## src/hw/rtl/hnft_pkg.sv

```systemverilog
// Shared types and constants of the HDLC NRZI frame transmitter.
package hnft_pkg;

   localparam int MIN_FRAME_BYTES = 18;
   localparam int FBC_W           = 5;
   localparam int PRE_W           = 5;
   localparam int LEAD_W          = 6;
   localparam int TAIL_W          = 2;
   localparam int CSR_W           = LEAD_W;
   localparam int MAX_PREAMBLE    = 16;
   localparam int MAX_LEAD        = 32;

   localparam logic [7:0] PREAMBLE_BYTE = 8'hAA;

   // Command queue between front and back
   localparam int QUEUE_DEPTH = 4;
   localparam int QPTR_W      = 2;

   // Bit accumulator: up to seven partial bits plus a ten-bit chunk
   localparam int CHUNK_W = 10;
   localparam int ACC_W   = 17;
   localparam int CNT_W   = 5;
   localparam int N_W     = 4;
   localparam int POS_W   = 4;
   localparam int RUN_W   = 3;

   typedef enum logic [1:0] {
      CSR_PREAMBLE = 2'd0,
      CSR_LEAD     = 2'd1,
      CSR_TAIL     = 2'd2,
      CSR_LEVEL    = 2'd3
   } csr_index_type;

   typedef struct packed {
      logic [7:0]        data;
      logic              first;
      logic              last;
      logic [PRE_W-1:0]  pre_n;
      logic [LEAD_W-1:0] lead_n;
      logic [TAIL_W-1:0] tail_n;
      logic              init_level;
      logic              too_short;
   } cmd_type;

   typedef struct packed {
      logic    valid;
      cmd_type cmd;
   } queue_out_type;

endpackage

```

## src/hw/rtl/hdlc_nrzi_frame_transmitter_unit.sv

```systemverilog
// Top level of the HDLC NRZI frame transmitter.
// Frame bytes (FCS included) enter on the req_ channel and leave as NRZI air
// bytes on the rsp_ channel, first transmitted bit in bit 7. A first byte
// starts a frame with the preamble bytes and lead flags set in the csr_
// registers; a last byte adds the closing and tail flags, fills the byte at
// the held level and pads to an even byte count with one more flag. The front
// end takes one transaction per cycle, unless the queue is full, into a
// four-entry command queue. The bit engine takes a command off the queue
// while idle, then codes it one chunk at a time: a data byte (up to ten
// bits with stuffing), a preamble byte, a flag or the fill step. A first
// byte codes its preamble bytes and lead flags first, a last byte adds the
// closing and tail flags, fill and padding flag. The engine pauses while a
// whole coded byte waits; output drains one air byte per unstalled cycle.
module hdlc_nrzi_frame_transmitter_unit import hnft_pkg::*; (
   input  logic             clock,
   input  logic             reset,
   input  logic             req_valid,
   output logic             req_stall,
   input  logic [7:0]       req_data_byte,
   input  logic             req_first_byte,
   input  logic             req_last_byte,
   output logic             rsp_valid,
   input  logic             rsp_stall,
   output logic [7:0]       rsp_air_byte,
   output logic             rsp_end_of_frame,
   output logic             rsp_too_short,
   input  logic             csr_write_enable,
   input  logic [1:0]       csr_index,
   input  logic [CSR_W-1:0] csr_data
);

   logic          q_full, push, pop;
   cmd_type       push_cmd;
   queue_out_type q_out;

   hnft_front u_front (
      .clock            (clock),
      .reset            (reset),
      .req_valid        (req_valid),
      .req_stall        (req_stall),
      .req_data_byte    (req_data_byte),
      .req_first_byte   (req_first_byte),
      .req_last_byte    (req_last_byte),
      .csr_write_enable (csr_write_enable),
      .csr_index        (csr_index),
      .csr_data         (csr_data),
      .q_full           (q_full),
      .push             (push),
      .push_cmd         (push_cmd)
   );

   hnft_queue u_queue (
      .clock    (clock),
      .reset    (reset),
      .push     (push),
      .push_cmd (push_cmd),
      .full     (q_full),
      .pop      (pop),
      .q_out    (q_out)
   );

   hnft_back u_back (
      .clock            (clock),
      .reset            (reset),
      .q_out            (q_out),
      .pop              (pop),
      .rsp_valid        (rsp_valid),
      .rsp_stall        (rsp_stall),
      .rsp_air_byte     (rsp_air_byte),
      .rsp_end_of_frame (rsp_end_of_frame),
      .rsp_too_short    (rsp_too_short)
   );

endmodule

```

## src/hw/rtl/hnft_front.sv

```systemverilog
// Front end: configuration registers, frame byte count and command building.
module hnft_front import hnft_pkg::*; (
   input  logic              clock,
   input  logic              reset,
   input  logic              req_valid,
   output logic              req_stall,
   input  logic [7:0]        req_data_byte,
   input  logic              req_first_byte,
   input  logic              req_last_byte,
   input  logic              csr_write_enable,
   input  logic [1:0]        csr_index,
   input  logic [CSR_W-1:0]  csr_data,
   input  logic              q_full,
   output logic              push,
   output cmd_type           push_cmd
);

   logic [PRE_W-1:0]  preamble_ff, preamble_in;
   logic [LEAD_W-1:0] lead_ff, lead_in;
   logic [TAIL_W-1:0] tail_ff, tail_in;
   logic              level_ff, level_in;
   logic [FBC_W-1:0]  fbc_ff, fbc_in;
   logic [FBC_W-1:0]  fbc_base, fbc_inc;

   always_comb begin
      preamble_in = preamble_ff;
      lead_in     = lead_ff;
      tail_in     = tail_ff;
      level_in    = level_ff;
      if (csr_write_enable) begin
         case (csr_index_type'(csr_index))
            CSR_PREAMBLE: preamble_in = csr_data[PRE_W-1:0];
            CSR_LEAD:     lead_in     = csr_data[LEAD_W-1:0];
            CSR_TAIL:     tail_in     = csr_data[TAIL_W-1:0];
            CSR_LEVEL:    level_in    = csr_data[0];
            default:      ;
         endcase
      end
   end

   assign req_stall = q_full;
   assign push      = req_valid && !q_full;

   // Frame byte count restarts on a first byte, saturates at the minimum
   always_comb begin
      fbc_base = req_first_byte ? '0 : fbc_ff;
      fbc_inc  = (fbc_base < FBC_W'(MIN_FRAME_BYTES)) ? fbc_base + FBC_W'(1) : fbc_base;
      fbc_in   = fbc_ff;
      if (push) begin
         fbc_in = req_last_byte ? '0 : fbc_inc;
      end
   end

   always_comb begin
      push_cmd.data       = req_data_byte;
      push_cmd.first      = req_first_byte;
      push_cmd.last       = req_last_byte;
      push_cmd.pre_n      = (preamble_ff > PRE_W'(MAX_PREAMBLE)) ? PRE_W'(MAX_PREAMBLE)
                                                                 : preamble_ff;
      if (lead_ff == '0) begin
         push_cmd.lead_n = LEAD_W'(1);
      end else if (lead_ff > LEAD_W'(MAX_LEAD)) begin
         push_cmd.lead_n = LEAD_W'(MAX_LEAD);
      end else begin
         push_cmd.lead_n = lead_ff;
      end
      push_cmd.tail_n     = tail_ff;
      push_cmd.init_level = level_ff;
      push_cmd.too_short  = fbc_inc < FBC_W'(MIN_FRAME_BYTES);
   end

   always_ff @(posedge clock) begin
      if (reset) begin
         preamble_ff <= '0;
         lead_ff     <= LEAD_W'(1);
         tail_ff     <= TAIL_W'(1);
         level_ff    <= 1'b0;
         fbc_ff      <= '0;
      end else begin
         preamble_ff <= preamble_in;
         lead_ff     <= lead_in;
         tail_ff     <= tail_in;
         level_ff    <= level_in;
         fbc_ff      <= fbc_in;
      end
   end

endmodule

```

## src/hw/rtl/hnft_queue.sv

```systemverilog
// Short command queue between the front end and the bit engine.
module hnft_queue import hnft_pkg::*; (
   input  logic          clock,
   input  logic          reset,
   input  logic          push,
   input  cmd_type       push_cmd,
   output logic          full,
   input  logic          pop,
   output queue_out_type q_out
);

   cmd_type           slot_ff [QUEUE_DEPTH];
   logic [QPTR_W-1:0] head_ff, head_in;
   logic [QPTR_W-1:0] tail_ff, tail_in;
   logic [QPTR_W:0]   count_ff, count_in;

   assign full        = count_ff == (QPTR_W+1)'(QUEUE_DEPTH);
   assign q_out.valid = count_ff != '0;
   assign q_out.cmd   = slot_ff[head_ff];

   always_comb begin
      head_in  = pop  ? head_ff + QPTR_W'(1) : head_ff;
      tail_in  = push ? tail_ff + QPTR_W'(1) : tail_ff;
      count_in = count_ff + (QPTR_W+1)'(push) - (QPTR_W+1)'(pop);
   end

   always_ff @(posedge clock) begin
      if (push) begin
         slot_ff[tail_ff] <= push_cmd;
      end
      if (reset) begin
         head_ff  <= '0;
         tail_ff  <= '0;
         count_ff <= '0;
      end else begin
         head_ff  <= head_in;
         tail_ff  <= tail_in;
         count_ff <= count_in;
      end
   end

endmodule

```

## src/hw/rtl/hnft_back.sv

```systemverilog
// Back end: preamble, flag, stuffing and NRZI engine with byte packing.
module hnft_back import hnft_pkg::*; (
   input  logic          clock,
   input  logic          reset,
   input  queue_out_type q_out,
   output logic          pop,
   output logic          rsp_valid,
   input  logic          rsp_stall,
   output logic [7:0]    rsp_air_byte,
   output logic          rsp_end_of_frame,
   output logic          rsp_too_short
);

   typedef enum logic [2:0] {
      ST_IDLE,
      ST_PRE,
      ST_LEAD,
      ST_DATA,
      ST_CLOSE,
      ST_FILL,
      ST_PARITY
   } state_type;

   state_type         state_ff, state_in;
   cmd_type           cmd_ff, cmd_in;
   logic [PRE_W-1:0]  pre_left_ff, pre_left_in;
   logic [LEAD_W-1:0] lead_left_ff, lead_left_in;
   logic [TAIL_W-1:0] tail_left_ff, tail_left_in;
   logic              start_ff, start_in;
   logic              level_ff, level_in;
   logic [RUN_W-1:0]  run_ff, run_in;
   logic [POS_W-1:0]  pos_ff, pos_in;
   logic [ACC_W-1:0]  acc_ff, acc_in;
   logic [CNT_W-1:0]  cnt_ff, cnt_in;
   logic              eof_ff, eof_in;
   logic              short_ff, short_in;
   logic              rsp_valid_ff, rsp_valid_in;
   logic [7:0]        air_ff, air_in;
   logic              eof_out_ff, eof_out_in;
   logic              short_out_ff, short_out_in;

   logic              slot_free, drain, step;
   logic [CNT_W-1:0]  rem, rem_e, top_idx;
   logic              lvl_e, lvl_new;
   logic [RUN_W-1:0]  run_e, run_new;
   logic [POS_W-1:0]  pos_e, pos_new;
   logic [CHUNK_W-1:0] chunk;
   logic [N_W-1:0]    n;
   logic              phase_final;

   assign slot_free = !rsp_valid_ff || !rsp_stall;
   assign drain     = slot_free && (cnt_ff >= CNT_W'(8));
   assign rem       = drain ? cnt_ff - CNT_W'(8) : cnt_ff;
   assign top_idx   = cnt_ff - CNT_W'(1);
   // Code the next chunk only when no whole byte is left waiting
   assign step      = (state_ff != ST_IDLE) && (rem < CNT_W'(8));

   // A frame start drops partial bits and restarts level, run and position
   assign lvl_e = start_ff ? cmd_ff.init_level : level_ff;
   assign run_e = start_ff ? '0 : run_ff;
   assign pos_e = start_ff ? '0 : pos_ff;
   assign rem_e = start_ff ? '0 : rem;

   // Chunk of air bits for the current phase, first bit highest
   always_comb begin
      chunk   = '0;
      n       = '0;
      lvl_new = lvl_e;
      run_new = run_e;
      case (state_ff)
         ST_PRE: begin
            chunk = CHUNK_W'(PREAMBLE_BYTE);
            n     = N_W'(8);
         end
         ST_LEAD, ST_CLOSE, ST_PARITY: begin
            // Flag: toggle, hold six times, toggle back
            chunk   = lvl_e ? CHUNK_W'(8'b0000_0001) : CHUNK_W'(8'b1111_1110);
            n       = N_W'(8);
            run_new = '0;
         end
         ST_DATA: begin
            for (int i = 0; i < 8; i++) begin
               if (!cmd_ff.data[i]) begin
                  lvl_new = ~lvl_new;
               end
               chunk = {chunk[CHUNK_W-2:0], lvl_new};
               n     = n + N_W'(1);
               if (cmd_ff.data[i]) begin
                  if (run_new == RUN_W'(4)) begin
                     // insert a zero after five ones
                     lvl_new = ~lvl_new;
                     chunk   = {chunk[CHUNK_W-2:0], lvl_new};
                     n       = n + N_W'(1);
                     run_new = '0;
                  end else begin
                     run_new = run_new + RUN_W'(1);
                  end
               end else begin
                  run_new = '0;
               end
            end
         end
         ST_FILL: begin
            n     = N_W'(8) - N_W'(pos_e[2:0]);
            chunk = lvl_e ? ~({CHUNK_W{1'b1}} << n) : '0;
         end
         default: ;
      endcase
      pos_new = pos_e + POS_W'(n);
   end

   always_comb begin
      state_in     = state_ff;
      cmd_in       = cmd_ff;
      pre_left_in  = pre_left_ff;
      lead_left_in = lead_left_ff;
      tail_left_in = tail_left_ff;
      start_in     = start_ff;
      level_in     = level_ff;
      run_in       = run_ff;
      pos_in       = pos_ff;
      acc_in       = acc_ff;
      cnt_in       = rem;
      eof_in       = eof_ff;
      short_in     = short_ff;
      pop          = 1'b0;
      phase_final  = 1'b0;

      rsp_valid_in = rsp_valid_ff;
      air_in       = air_ff;
      eof_out_in   = eof_out_ff;
      short_out_in = short_out_ff;
      if (slot_free) begin
         rsp_valid_in = drain;
      end
      if (drain) begin
         air_in       = acc_ff[top_idx -: 8];
         eof_out_in   = eof_ff && (cnt_ff == CNT_W'(8));
         short_out_in = eof_ff && (cnt_ff == CNT_W'(8)) && short_ff;
         if (cnt_ff == CNT_W'(8)) begin
            eof_in = 1'b0;
         end
      end

      if ((state_ff == ST_IDLE) && q_out.valid) begin
         pop          = 1'b1;
         cmd_in       = q_out.cmd;
         start_in     = q_out.cmd.first;
         pre_left_in  = q_out.cmd.pre_n;
         lead_left_in = q_out.cmd.lead_n;
         tail_left_in = q_out.cmd.tail_n;
         if (!q_out.cmd.first) begin
            state_in = ST_DATA;
         end else if (q_out.cmd.pre_n != '0) begin
            state_in = ST_PRE;
         end else begin
            state_in = ST_LEAD;
         end
      end

      if (step) begin
         start_in = 1'b0;
         level_in = lvl_new;
         run_in   = run_new;
         pos_in   = pos_new;
         acc_in   = (acc_ff << n) | ACC_W'(chunk);
         cnt_in   = rem_e + CNT_W'(n);
         case (state_ff)
            ST_PRE: begin
               pre_left_in = pre_left_ff - PRE_W'(1);
               if (pre_left_ff == PRE_W'(1)) begin
                  state_in = ST_LEAD;
               end
            end
            ST_LEAD: begin
               lead_left_in = lead_left_ff - LEAD_W'(1);
               if (lead_left_ff == LEAD_W'(1)) begin
                  state_in = ST_DATA;
               end
            end
            ST_DATA: begin
               state_in = cmd_ff.last ? ST_CLOSE : ST_IDLE;
            end
            ST_CLOSE: begin
               if (tail_left_ff != '0) begin
                  tail_left_in = tail_left_ff - TAIL_W'(1);
               end else if (pos_new[2:0] != '0) begin
                  state_in = ST_FILL;
               end else if (pos_new[3]) begin
                  state_in = ST_PARITY;
               end else begin
                  phase_final = 1'b1;
               end
            end
            ST_FILL: begin
               if (pos_new[3]) begin
                  state_in = ST_PARITY;
               end else begin
                  phase_final = 1'b1;
               end
            end
            ST_PARITY: begin
               phase_final = 1'b1;
            end
            default: ;
         endcase
         if (phase_final) begin
            // the last byte now in the accumulator closes the frame
            state_in = ST_IDLE;
            eof_in   = 1'b1;
            short_in = cmd_ff.too_short;
         end
      end
   end

   always_ff @(posedge clock) begin
      cmd_ff       <= cmd_in;
      pre_left_ff  <= pre_left_in;
      lead_left_ff <= lead_left_in;
      tail_left_ff <= tail_left_in;
      acc_ff       <= acc_in;
      short_ff     <= short_in;
      air_ff       <= air_in;
      eof_out_ff   <= eof_out_in;
      short_out_ff <= short_out_in;
      if (reset) begin
         state_ff     <= ST_IDLE;
         start_ff     <= 1'b0;
         level_ff     <= 1'b0;
         run_ff       <= '0;
         pos_ff       <= '0;
         cnt_ff       <= '0;
         eof_ff       <= 1'b0;
         rsp_valid_ff <= 1'b0;
      end else begin
         state_ff     <= state_in;
         start_ff     <= start_in;
         level_ff     <= level_in;
         run_ff       <= run_in;
         pos_ff       <= pos_in;
         cnt_ff       <= cnt_in;
         eof_ff       <= eof_in;
         rsp_valid_ff <= rsp_valid_in;
      end
   end

   assign rsp_valid        = rsp_valid_ff;
   assign rsp_air_byte     = air_ff;
   assign rsp_end_of_frame = eof_out_ff;
   assign rsp_too_short    = short_out_ff;

   acc_bound: assert property (@(posedge clock) disable iff (reset)
      cnt_ff <= CNT_W'(ACC_W))
      else $error("bit accumulator count out of range");

   eof_aligned: assert property (@(posedge clock) disable iff (reset)
      eof_ff |-> (cnt_ff == CNT_W'(8)) || (cnt_ff == CNT_W'(16)))
      else $error("frame end mark without whole bytes behind it");

   eof_not_overrun: assert property (@(posedge clock) disable iff (reset)
      (eof_ff && step) |-> (drain && (cnt_ff == CNT_W'(8))))
      else $error("new bits coded before frame end byte left");

   short_with_eof: assert property (@(posedge clock) disable iff (reset)
      (rsp_valid_ff && short_out_ff) |-> eof_out_ff)
      else $error("short mark on a byte that does not end a frame");

endmodule

```

## config.mk

```make
export PLATFORM = sky130hd
export DESIGN_NAME = hdlc_nrzi_frame_transmitter_unit
export DESIGN_NICKNAME = d
export VERILOG_FILES = /design/src/hw/rtl/hnft_pkg.sv /design/src/hw/rtl/hdlc_nrzi_frame_transmitter_unit.sv /design/src/hw/rtl/hnft_front.sv /design/src/hw/rtl/hnft_queue.sv /design/src/hw/rtl/hnft_back.sv
export SDC_FILE = /design/constraint.sdc
export NUM_CORES = 1
export LEC_CHECK = 0
export BUFFER_PORTS_ARGS = -buffer_cell sky130_fd_sc_hd__buf_4
export CORE_MARGIN = 2
export CORE_UTILIZATION = 55
export DETAILED_ROUTE_END_ITERATION = 12
export GPL_ROUTABILITY_DRIVEN = 0
export PLACE_DENSITY_LB_ADDON = 0.25
export SLEW_MARGIN = 15
export SYNTH_ARGS = -nofsm -noshare
export SYNTH_HDL_FRONTEND = slang
export SYNTH_HIERARCHICAL = 1
export SYNTH_SLANG_ARGS = --single-unit
```

## constraint.sdc

```tcl
create_clock -name clock -period 23 [get_ports clock]
set_clock_uncertainty 0.15 [all_clocks]
set_input_delay 2.3 -clock clock [delete_from_list [all_inputs] [get_ports clock]]
set_output_delay 2.3 -clock clock [all_outputs]
set_load 0.05 [all_outputs]
```

==> results.sh <==
export IMPL_min_path_cells=0
export IMPL_die_w_um=151
export IMPL_grt_use_total_pct=21.7
export IMPL_grt_overflow_total=0
export IMPL_fillers=1747
export IMPL_yosys_warnings=6
export IMPL_ys_ff_latch=199
export IMPL_drive_gt1_share_pct=12.9
export IMPL_routedWlPerCell_um=16.8
export IMPL_via_per_inst=5.85
export IMPL_netlist_area_mm2=0.0118
export IMPL_die_h_um=151
export IMPL_whs_ns=0.276
export IMPL_maxSlewViolCount=0
export IMPL_antenna_found_initial=0
export IMPL_cp_max_fo=19
export IMPL_r2r_end="u_back/short_ff"
export IMPL_synthCells=1106
export IMPL_leakage_nw=4.83
export IMPL_ys_flop_type="edfxtp_1"
export IMPL_critPathMaxStageDelay_ns=0.81
export IMPL_hold_viol_final=0
export IMPL_fin_util_pct=60.4
export IMPL_setup_viol=0
export IMPL_status="finished clean"
export IMPL_path_common_cell="ha_1"
export IMPL_grt_first_pass_wirelength_um=38900
export IMPL_fin_nets=1183
export IMPL_fmax_mhz=91.7
export IMPL_cp_data_required_time_ns=22.96
export IMPL_final_cells=1398
export IMPL_grt_max_degree=47
export IMPL_diodes=0
export IMPL_cts_buffers=17
export IMPL_crit_family="simple AND/OR/NAND/NOR gates"
export IMPL_tritoncts="done"
export IMPL_drtIter0Drc=736
export IMPL_crit_path_start_kind="register"
export IMPL_ios=35
export IMPL_drc=0
export IMPL_cts_root_buffer="clkbuf_16"
export IMPL_synthArstFlopShare_pct=0
export IMPL_vias=8181
export IMPL_cts_resized_gates=0
export IMPL_ir_drop_uv=62.8
export IMPL_worst_path_buf_inv=7
export IMPL_ant_nets=0
export IMPL_io_buffers=34
export IMPL_hold_path_end="u_back/short_ff"
export IMPL_clk_pin_slew_ns=0.07
export IMPL_die_area_mm2=0.0227
export IMPL_tightest_slew_ns=1.05
export IMPL_finalCriticalPeriod_ns=10.90
export IMPL_min_from="u_back/cmd_ff[0]"
export IMPL_synth_seq_area_share_pct=45.5
export IMPL_crit_start="u_back/start_ff"
export IMPL_coreArea_mm2=0.0211
export IMPL_first_pass_iters=6
export IMPL_synth_edf_count=139
export IMPL_crit_arrival_ns=10.87
export IMPL_area_growth_pct=7.67
export IMPL_timing_rr_start="u_back/start_ff"
export IMPL_hold_path_class="register to register"
export IMPL_start_util_pct=56.1
export IMPL_synth_distinct_cells=91
export IMPL_min_period_over_period_pct=47.4
export IMPL_wl_um=23500
export IMPL_r2r_cells=43
export IMPL_power_density_mw_per_mm2=137
export IMPL_reg2reg_slack_ns=12.10
export IMPL_cts_hold_buffers=0
export IMPL_rsz0062_at_grt="false"
export IMPL_clkSinkCount=199
export IMPL_dp_hpwl_um=16600
export IMPL_drv_cap=0
export IMPL_postCtsSetupRepairBufs=0
export IMPL_grt_pass1_vias=7824
export IMPL_clock_path_buffers=2
export IMPL_htree_levels=4
export IMPL_rows=53
export IMPL_syn_nets=1179
export IMPL_fin_tns_setup_ns=0
export IMPL_dp_cells=1366
export IMPL_timing_worst_setup_path_type="register to register"
export IMPL_postSynthAreaPerCell_um2=10.7
export IMPL_slew_headroom_pct=29.7
export IMPL_clk_latency_ns=0.44
export IMPL_cpMaxStageDelayCell="o21ai_2"
export IMPL_endpoint_kind="register"
## placed cells by master (no fill, tap or decap), types with 11 or more instances in the layout
cell type  instances
nand2b_1          14
o21ai_0           39
mux2i_1           73
ha_1              47
clkbuf_16         17
xnor2_1           35
xor2_1            20
mux4_2            24
nor3_1            23
inv_1             57
nand3_1           23
nor2_1            97
nand2_1           91
nor2b_1           25
and2_1            12
buf_4             49
a31oi_1           13
mux2_2            11
and3_1            11
a21oi_1           69
edfxtp_1         139
o21ai_1           15
dfxtp_1           60
## cell type report
type | instances | area (um^2) | area share (%)
Timing Repair Buffer | 49 | 368 | 2.89
Clock buffer | 17 | 425 | 3.34
Clock inverter | 15 | 125 | 0.983
Sequential cell | 199 | 5380 | 42.2
Tap cell | 275 | 344 | 2.70
Multi-Input combinational cell | 784 | 5870 | 46.1
Inverter | 59 | 221 | 1.74
## cells by family after synthesis
kind of cell / after synthesis / synth area share [%]
adders and majority gates: 50 / 5.48
buffers and inverters: 123 / 4.99
other: 1 / 0.0317
AOI/OAI and AO/OA: 224 / 12.3
muxes: 114 / 13.0
and+or+nand+nor: 336 / 14.0
xor gates and xnor gates: 59 / 4.74
DFF: 199 / 45.5
## cells in the mapped netlist (3+ instances only)
master | n | share of area, %
o22ai_1 | 8 | 0.42
and2_1 | 12 | 0.64
xnor2_1 | 35 | 2.6
buf_6 | 5 | 0.48
edfxtp_1 | 139 | 35
and3_1 | 11 | 0.58
nand3b_1 | 4 | 0.25
nor3b_1 | 3 | 0.19
fa_1 | 3 | 0.51
nor3_1 | 23 | 0.97
o211ai_1 | 5 | 0.32
mux2i_1 | 73 | 6.2
a211oi_1 | 9 | 0.57
mux4_1 | 5 | 1.1
buf_4 | 13 | 0.83
buf_2 | 6 | 0.25
nor2_1 | 97 | 3.1
o221a_2 | 6 | 0.57
a221o_1 | 8 | 0.68
a31oi_1 | 13 | 0.69
a211o_1 | 3 | 0.22
xor2_1 | 20 | 1.5
mux4_2 | 24 | 4.6
a221oi_1 | 4 | 0.30
nand2b_1 | 14 | 0.74
nor2b_1 | 25 | 1.3
or4_1 | 4 | 0.25
or3_1 | 5 | 0.26
a21oi_1 | 69 | 2.9
o21ai_1 | 15 | 0.64
nand4_1 | 3 | 0.16
a21o_1 | 7 | 0.44
o21ai_0 | 39 | 1.7
clkbuf_1 | 34 | 1.1
ha_1 | 47 | 5.0
nand2_1 | 91 | 2.9
buf_1 | 3 | 0.095
nor4_1 | 4 | 0.21
nand3_1 | 23 | 0.97
o31ai_1 | 7 | 0.44
mux2_2 | 11 | 1.0
inv_1 | 57 | 1.8
dfxtp_1 | 60 | 10
## sequential cells by signal, indices dropped and copies added, names as in the netlist, 3 cells and up, named ones only
register / count
u_front/lead_ff: 6
u_back/run_ff: 3
u_back/pre_left_ff: 5
u_back/pos_ff: 4
u_back/lead_left_ff: 6
u_back/rsp_air_byte: 8
u_back/acc_ff: 17
u_front/fbc_ff: 5
u_back/state_ff: 3
u_queue/count_ff: 3
u_queue/slot_ff: 100
u_back/cnt_ff: 5
u_front/preamble_ff: 5
u_back/cmd_ff: 11
## routing by layer
metal  vias to the layer above  routed length [um]  track usage, %
li1                       4050                   -               -
met3                        27                 881            3.55
met1                      3929               10600            28.5
met4                         0                 329            5.98
met2                       175               11700            37.3
met5                         -                   0               0
## worst register-to-register path: cells and delay by family, from the launching register on
kind / cells / cell delay [ns]
XOR/XNOR: 4 / 0.69
adder cells (fa/ha/maj): 9 / 2.50
buffers and inverters: 7 / 0.96
AO/OA/AOI/OAI: 8 / 2.33
AND/OR/NAND/NOR: 15 / 3.29
flip-flops: 1 / 0.65
## power by group
group          total, W  switching, W  leakage [nW]  internal [W]
clock          0.000277      0.000136         0.266      0.000141
combinational  0.000901      0.000536          2.80      0.000365
sequential     0.000560     0.0000682          1.77      0.000492
## metrics by stage
stage / setup slack (ns) / total power, W / area, um^2
final: 12.10 / 0.00174 / 12700
after global routing: 11.10 / 0.00187 / 12700
after CTS: 12.12 / 0.00174 / 12700
after detailed placement: 12.17 / 0.00146 / 12200
after global placement: 12.52 / 0.00144 / 12200
after floorplan: 14.05 / 0.00126 / 11800
## how the worst max path moves through the flow
stage	end	slack, ns	depth (start not counted)
2_1_floorplan	u_back/short_ff	14.05	47
3_3_place_gp	u_back/short_ff	12.52	43
4_1_cts	u_back/short_ff	12.12	43
6_report	u_back/short_ff	12.10	43
5_1_grt	u_back/short_ff	11.10	43
3_5_place_dp	u_back/short_ff	12.17	43
(Power assumes the default switching activity.)
